### config.mk
export PLATFORM = sky130hd
export DESIGN_NAME = periodic_deadline_scheduler_unit
export DESIGN_NICKNAME = d
export VERILOG_FILES = /design/src/design/pdsched_pkg.sv /design/src/design/periodic_deadline_scheduler_unit.sv /design/src/design/pdsched_cell.sv
export SDC_FILE = /design/constraint.sdc
export NUM_CORES = 2
export LEC_CHECK = 0
export BUFFER_PORTS_ARGS = -buffer_cell sky130_fd_sc_hd__buf_2
export CAP_MARGIN = 30
export CORE_MARGIN = 3
export CORE_UTILIZATION = 59
export DETAILED_ROUTE_END_ITERATION = 10
export PLACE_DENSITY = 0.82
export SYNTH_ARGS = -nofsm -noshare
export SYNTH_HDL_FRONTEND = slang
export SYNTH_SLANG_ARGS = --single-unit
export TNS_END_PERCENT = 10
### constraint.sdc
create_clock -name clk -period 13.1 [get_ports clk]
set_input_delay 1.31 -clock clk [delete_from_list [all_inputs] [get_ports clk]]
set_output_delay 1.31 -clock clk [all_outputs]
set_load 0.01 [all_outputs]
### src/design/pdsched_pkg.sv
`timescale 1ns / 1ps
`default_nettype none
package pdsched_pkg;

	localparam int RESULT_CAP = 16;

	localparam logic [1:0] OP_REGISTER = 2'd0;
	localparam logic [1:0] OP_TICK     = 2'd1;
	localparam logic [1:0] OP_CLEAR    = 2'd2;

	localparam logic [1:0] ST_OK       = 2'd0;
	localparam logic [1:0] ST_ZERO_PER = 2'd1;
	localparam logic [1:0] ST_FULL     = 2'd2;

	localparam logic KIND_STATUS = 1'b0;
	localparam logic KIND_FIRED  = 1'b1;

	typedef struct packed {
		logic        valid;
		logic        flag;
		logic [7:0]  handle;
		logic [31:0] deadline;
		logic [15:0] period;
	} entry_t;

	typedef struct packed {
		logic ins;
		logic pop;
		logic clr;
		logic mark;
	} cmd_t;

	// a strictly earlier than b, modulo 2^32
	function automatic logic earlier(input logic [31:0] a, input logic [31:0] b);
		logic [31:0] diff;
		diff = a - b;
		return diff[31];
	endfunction

endpackage
`default_nettype wire

### src/design/periodic_deadline_scheduler_unit.sv
`timescale 1ns / 1ps
`default_nettype none
// Channel  Dir  Signals                        Contents
// s_*      in   tvalid tready tdata tuser      task_handle, period / operation
// m_*      out  tvalid tready tdata tuser tlast fired_handle, status / kind / last
//
// Register and clear: the status beat is registered the next cycle after the input beat.
// Tick: advance time, mark due cells, then for each fired task pop the head of the
// cell row and reinsert it, until the head is not due; up to 16 fire per tick.
// Reset empties the table and zeroes the time counter.
// Output stall holds the pop of the next task; input is taken only when idle.
module periodic_deadline_scheduler_unit #(
	parameter int MAX_TASKS = 16
) (
	input  wire logic        clk,
	input  wire logic        arst_n,
	input  wire logic        s_tvalid,
	output logic             s_tready,
	input  wire logic [23:0] s_tdata,  // task_handle[7:0], period[23:8]
	input  wire logic [1:0]  s_tuser,  // operation[1:0]
	output logic             m_tvalid,
	input  wire logic        m_tready,
	output logic [15:0]      m_tdata,  // fired_handle[7:0], status[9:8], zero pad
	output logic [0:0]       m_tuser,  // kind[0]
	output logic             m_tlast
);

	typedef enum logic [3:0] {
		S_IDLE = 4'b0001,
		S_MARK = 4'b0010,
		S_POP  = 4'b0100,
		S_INS  = 4'b1000
	} state_t;

	state_t state_q;

	logic [31:0] now_q;
	logic [7:0]  hold_h_q;
	logic [31:0] hold_d_q;
	logic [15:0] hold_p_q;

	logic        out_vq;
	logic        out_kind_q;
	logic [7:0]  out_h_q;
	logic [1:0]  out_st_q;
	logic        out_last_q;

	pdsched_pkg::entry_t cells [MAX_TASKS];
	pdsched_pkg::entry_t nil;
	logic [MAX_TASKS:0]  found;
	logic [MAX_TASKS-1:0] valid_vec;
	pdsched_pkg::cmd_t   cmd;

	logic        beat_in;
	logic [1:0]  op;
	logic [7:0]  in_h;
	logic [15:0] in_p;
	logic        full;
	logic        reg_ok;
	logic        do_pop;
	logic        out_set;
	logic [7:0]  nh;
	logic [31:0] nd;
	logic [15:0] np;

	assign op      = s_tuser;
	assign in_h    = s_tdata[7:0];
	assign in_p    = s_tdata[23:8];
	assign s_tready = (state_q == S_IDLE) && !out_vq;
	assign beat_in  = s_tvalid && s_tready;
	assign full     = cells[MAX_TASKS-1].valid;
	assign reg_ok   = beat_in && op == pdsched_pkg::OP_REGISTER && in_p != 16'd0 && !full;
	assign do_pop   = state_q == S_POP && cells[0].flag && !out_vq;
	assign out_set  = (beat_in && (op == pdsched_pkg::OP_REGISTER ||
		op == pdsched_pkg::OP_CLEAR)) || do_pop;
	assign nil      = '0;

	always_comb begin
		if (state_q == S_INS) begin
			nh = hold_h_q;
			nd = hold_d_q + {16'd0, hold_p_q};
			np = hold_p_q;
		end else begin
			nh = in_h;
			nd = now_q + {16'd0, in_p};
			np = in_p;
		end
	end

	assign cmd.ins  = reg_ok || state_q == S_INS;
	assign cmd.pop  = do_pop;
	assign cmd.clr  = beat_in && op == pdsched_pkg::OP_CLEAR;
	assign cmd.mark = state_q == S_MARK;

	assign found[0] = 1'b0;

	genvar gi;
	generate
		for (gi = 0; gi < MAX_TASKS; gi++) begin : g_cell
			pdsched_cell u_cell (
				.clk          (clk),
				.arst_n       (arst_n),
				.cmd          (cmd),
				.mark_en      (gi < pdsched_pkg::RESULT_CAP),
				.new_handle   (nh),
				.new_deadline (nd),
				.new_period   (np),
				.now          (now_q),
				.left         ((gi == 0) ? nil : cells[(gi == 0) ? 0 : gi - 1]),
				.right        ((gi == MAX_TASKS - 1) ? nil
					: cells[(gi == MAX_TASKS - 1) ? gi : gi + 1]),
				.found_in     (found[gi]),
				.own          (cells[gi]),
				.found_out    (found[gi+1])
			);
			assign valid_vec[gi] = cells[gi].valid;
		end
	endgenerate

	always_ff @(posedge clk or negedge arst_n) begin
		if (!arst_n) begin
			state_q <= S_IDLE;
			now_q   <= 32'd0;
			out_vq  <= 1'b0;
		end else begin
			if (out_set)
				out_vq <= 1'b1;
			else if (m_tready)
				out_vq <= 1'b0;
			case (state_q)
				S_IDLE: begin
					if (beat_in && op == pdsched_pkg::OP_TICK) begin
						now_q   <= now_q + 32'd1;
						state_q <= S_MARK;
					end
				end
				S_MARK: state_q <= S_POP;
				S_POP: begin
					if (!cells[0].flag)
						state_q <= S_IDLE;
					else if (do_pop)
						state_q <= S_INS;
				end
				S_INS: state_q <= S_POP;
				default: state_q <= S_IDLE;
			endcase
		end
	end

	always_ff @(posedge clk) begin
		if (do_pop) begin
			hold_h_q   <= cells[0].handle;
			hold_d_q   <= cells[0].deadline;
			hold_p_q   <= cells[0].period;
			out_kind_q <= pdsched_pkg::KIND_FIRED;
			out_h_q    <= cells[0].handle;
			out_st_q   <= pdsched_pkg::ST_OK;
			out_last_q <= !cells[1].flag;
		end else if (beat_in) begin
			out_kind_q <= pdsched_pkg::KIND_STATUS;
			out_h_q    <= 8'd0;
			out_last_q <= 1'b1;
			if (op == pdsched_pkg::OP_REGISTER && in_p == 16'd0)
				out_st_q <= pdsched_pkg::ST_ZERO_PER;
			else if (op == pdsched_pkg::OP_REGISTER && full)
				out_st_q <= pdsched_pkg::ST_FULL;
			else
				out_st_q <= pdsched_pkg::ST_OK;
		end
	end

	assign m_tvalid = out_vq;
	assign m_tdata  = {6'd0, out_st_q, out_h_q};
	assign m_tuser  = out_kind_q;
	assign m_tlast  = out_last_q;

	a_pop_then_ins: assert property (@(posedge clk) disable iff (!arst_n)
		do_pop |=> state_q == S_INS)
		else $error("pop not followed by reinsert");
	a_ins_room: assert property (@(posedge clk) disable iff (!arst_n)
		state_q == S_INS |-> !full)
		else $error("reinsert into full table");
	a_clear_empties: assert property (@(posedge clk) disable iff (!arst_n)
		cmd.clr |=> !cells[0].valid)
		else $error("clear left entries");
	a_full_packed: assert property (@(posedge clk) disable iff (!arst_n)
		full |-> valid_vec[0])
		else $error("table not packed");

endmodule
`default_nettype wire

### src/design/pdsched_cell.sv
`timescale 1ns / 1ps
`default_nettype none
module pdsched_cell (
	input  wire logic                clk,
	input  wire logic                arst_n,
	input  wire pdsched_pkg::cmd_t   cmd,
	input  wire logic                mark_en,
	input  wire logic [7:0]          new_handle,
	input  wire logic [31:0]         new_deadline,
	input  wire logic [15:0]         new_period,
	input  wire logic [31:0]         now,
	input  wire pdsched_pkg::entry_t left,
	input  wire pdsched_pkg::entry_t right,
	input  wire logic                found_in,
	output pdsched_pkg::entry_t      own,
	output logic                     found_out
);

	logic        valid_q;
	logic        flag_q;
	logic [7:0]  handle_q;
	logic [31:0] deadline_q;
	logic [15:0] period_q;
	logic        here;

	assign own = '{valid: valid_q, flag: flag_q, handle: handle_q,
		deadline: deadline_q, period: period_q};

	// new entry goes in front of this cell (flagged entries are about to leave)
	assign here = valid_q ? (!flag_q && pdsched_pkg::earlier(new_deadline, deadline_q)) : 1'b1;
	assign found_out = found_in || here;

	always_ff @(posedge clk or negedge arst_n) begin
		if (!arst_n) begin
			valid_q <= 1'b0;
			flag_q  <= 1'b0;
		end else if (cmd.clr) begin
			valid_q <= 1'b0;
			flag_q  <= 1'b0;
		end else if (cmd.pop) begin
			valid_q <= right.valid;
			flag_q  <= right.flag;
		end else if (cmd.mark) begin
			flag_q <= valid_q && mark_en && !pdsched_pkg::earlier(now, deadline_q);
		end else if (cmd.ins) begin
			if (found_in) begin
				if (left.valid) begin
					valid_q <= 1'b1;
					flag_q  <= left.flag;
				end
			end else if (here) begin
				valid_q <= 1'b1;
				flag_q  <= 1'b0;
			end
		end
	end

	always_ff @(posedge clk) begin
		if (cmd.pop) begin
			handle_q   <= right.handle;
			deadline_q <= right.deadline;
			period_q   <= right.period;
		end else if (cmd.ins && !cmd.clr) begin
			if (found_in) begin
				if (left.valid) begin
					handle_q   <= left.handle;
					deadline_q <= left.deadline;
					period_q   <= left.period;
				end
			end else if (here) begin
				handle_q   <= new_handle;
				deadline_q <= new_deadline;
				period_q   <= new_period;
			end
		end
	end

endmodule
`default_nettype wire
==> impl_results.md <==
* Minimum setup slack among reg-to-reg paths at 2.05 ns
* Req. time, crit path at 13.61 ns
* Post-Syn Area at 0.0757 mm²
* Ys Warns at 0
* Hold Path Class: input pin to async pin
* Post-CTS Hold Buffers at 0
* Largest net degree at the start of global routing at 289
* Max-cap violations at 0
* Post-synth EDFFs at 905
* Worst path arrival time at 11.56 ns
* Via count at 66700
* CP endpoint kind: register
* Root Buffer: clkbuf_16
* Fin area at 0.0820 mm²
* Placed cell area at 0.0779 mm²
* Net load switching power at 2.41 mW
* Antenna violations before repair at 9
* Final Worst Setup Slack at 2.05 ns
* Post_cts resized at 0
* Layout Utilization at 64.8%
* Critical path startpoint category: register
* Post-synth top cells: 1031 x nand2_1, 993 x ha_1, 924 x o21ai_0
* Worst R2R Start: hold_p_q[0]
* Vias in the first global route at 64600
* Core Rows at 130
* # H-tree levels at 3
* Final setup fails at 0
* Final hold violations at 0
* TNS Setup at 0 ns
* Clk_skew at 0.0938 ns
* DRT antenna net count at 0
* Worst-margin pin slew at 1.15 ns
* CTS max path bufs at 3
* RSZ-0062 raised after global routing: false
* Fraction of layout cells with a size suffix above 1 at 5.87%
* Final Critical Period at 11.05 ns
* Post-DP HPWL at 181000 µm
* Final cell count without fillers at 9834
* Sequential-to-total area share from yosys stat at 39.7%
* Total GRT Usage at 38.8%
* Vias per cell at 6.78
* Worst slew margin at 23.2%
* Int Pwr at 6.00 mW
* DR iter-0 viols at 9557
* Crit path max-delay cell type: or4_1
* Reg2reg path depth at 30
* Worst-path fanout max at 31
* P per Cell Area at 103 mW/mm²
* Pre-antenna DRT Iters at 7
* Static leakage at 35.2 nW
* Die area at 0.133 mm²
* Initial Util at 59.8%
* Wire per inst at 26.6 µm
* Max frequency at 90.5 MHz
* Fillers at 9924
* Number of register bits inferred by synthesis at 1033
* Clock group share of total power at 40.2%
* Crit share post-route at 84.4%
* Core area at 0.127 mm²
* Clock sink total at 1033
* CTS clk-pin slew, worst paths at 0.06 ns
* Peak supply drop at 0.188 mV
* WHS at 0.315 ns
* Ys async rst share at 6.68%
* Post-synth top area share at 35.9%
* Inst Count DP at 9603
* Mean Syn Cell Area at 9.22 µm²
* First-pass GRT wire length at 392000 µm
* Final nets at 9107
* Count of cell types in the netlist at 85
* # Post-CTS Setup Buffers at 0
* Synth-to-Final Area Change at 8.30%
* Total chip power at 8.41 mW
* Switching part of the total at 28.7%
* Slew Viols, Final at 0
* Worst setup path class: register to register
* Die Y at 364 µm
* Comb pwr share at 16.2%
* Predominant post-synthesis flop cell: edfxtp_1
* Die X-Extent at 364 µm
* DRC errors left at 0
* Max stage delay on crit path at 0.92 ns
* Syn Inst Count at 8206
* CTS tree: done
* Total gr overflow at 0
* Sequential share of power at 43.6%
* Final GP Congestion at 1.03
* Synth area leaders: edfxtp_1 36%, ha_1 16%, mux2i_1 6.5%
* Status: completed
* Port bufs at 43
* CTS Buf Count at 114
* DRT Wirelength at 262000 µm
* Reg-to-reg endpoint: g_cell[13].u_cell.period_q[10]
* Clk Latency, worst-skew pair at 0.81 ns
* Most frequent cell after synthesis: nand2_1
* # IOs at 50
* Place WS at 2.06 ns
* Cell accounting for the most synthesized area: edfxtp_1
-- cell usage in the layout, fill, tap and decap left out, types with 68 or more instances in the layout --
cell type,Yosys,routed
a21o_1,192,192
a21oi_1,730,720
buf_4,15,139
clkbuf_16,0,115
dfrtp_1,68,68
edfxtp_1,905,905
ha_1,993,993
inv_1,541,541
mux2i_1,492,488
nand2_1,1031,1020
nand3_1,136,136
nand4_1,163,163
nor2_1,553,553
nor3_1,91,90
o21ai_0,924,918
o21ai_1,103,90
xnor2_1,86,86
-- how the worst max path moves through the flow --
| stage | slack [ns] | cells past startpoint | endpoint | from |
|---|---|---|---|---|
| 2_1_floorplan | 1.09 | 31 | g_cell[8].u_cell.deadline_q[0] | s_tdata[8] |
| 3_3_place_gp | 2.12 | 31 | g_cell[13].u_cell.period_q[0] | s_tdata[8] |
| 3_5_place_dp | 2.06 | 31 | g_cell[13].u_cell.period_q[10] | s_tdata[8] |
| 4_1_cts | 2.39 | 30 | g_cell[13].u_cell.handle_q[5] | hold_p_q[0] |
| 5_1_grt | 1.70 | 30 | g_cell[13].u_cell.period_q[10] | hold_p_q[0] |
| 6_report | 2.05 | 30 | g_cell[13].u_cell.period_q[10] | hold_p_q[0] |
-- final cells by class --
type / count / area, µm² / share of cell area [%]
Timing Repair Buffer: 209 / 1710 / 2.09
Multi-Input combinational cell: 6182 / 42200 / 51.5
Clock inverter: 51 / 691 / 0.843
Sequential cell: 1033 / 30100 / 36.7
Antenna cell: 6 / 15.0 / 0.0183
Tap cell: 1650 / 2060 / 2.52
Clock buffer: 161 / 3170 / 3.87
Inverter: 542 / 2040 / 2.49
-- registers in the layout, indices dropped and copies added, names as in the netlist --
name and count:
out_st_q 2, m_tuser 1, g_cell.u_cell.flag_q 16, hold_h_q 8
now_q 32, g_cell.u_cell.handle_q 128, g_cell.u_cell.deadline_q 512, g_cell.u_cell.valid_q 16
state_q 4, g_cell.u_cell.period_q 256, hold_p_q 16, m_tlast 1
out_h_q 8, hold_d_q 32, m_tvalid 1
-- cell families (layout without fill, tap and decap cells) --
| family | after synthesis | after routing | synth area share (%) |
|---|---|---|---|
| compound gates | 2327 | 2327 | 17.6 |
| simple gates | 2228 | 2228 | 13.0 |
| flops | 1033 | 1033 | 39.7 |
| buf+inv | 996 | 963 | 5.14 |
| fa+ha+maj | 995 | 995 | 16.5 |
| mux | 499 | 499 | 6.61 |
| xor+xnor | 127 | 127 | 1.51 |
| other cells | 1 | 12 | 0.00495 |
-- worst max-delay path, delay by kind of cell, from the launching register on --
family	cells	cell delay, ns
AND/OR/NAND/NOR	7	2.92
flip-flops	1	0.36
XOR/XNOR	1	0.23
buffers and inverters	3	1.07
multiplexers	1	0.28
adder cells (fa/ha/maj)	3	0.95
AO/OA/AOI/OAI	15	4.91
-- layer usage --
metal,GRT usage (%),wire length [µm],share of wire (%),vias to the layer above
met1,50.1,96400,37,31400
met3,13.6,38800,15,1050
met5,0,30,0.011,-
met2,56.3,109000,42,4668
met4,22.6,17900,6.8,6
li1,-,-,-,29600
-- power groups by stage --
stage | Combinational, mW | Clock (mW) | Sequential (mW)
finish | 1.36 | 3.38 | 3.67
CTS | 1.29 | 3.38 | 3.66
global route | 1.46 | 3.50 | 3.67
floorplan | 0.780 | 0 | 3.73
detailed placement | 1.27 | 0 | 3.73
global placement | 1.21 | 0 | 3.73
(Power assumes the default switching activity.)
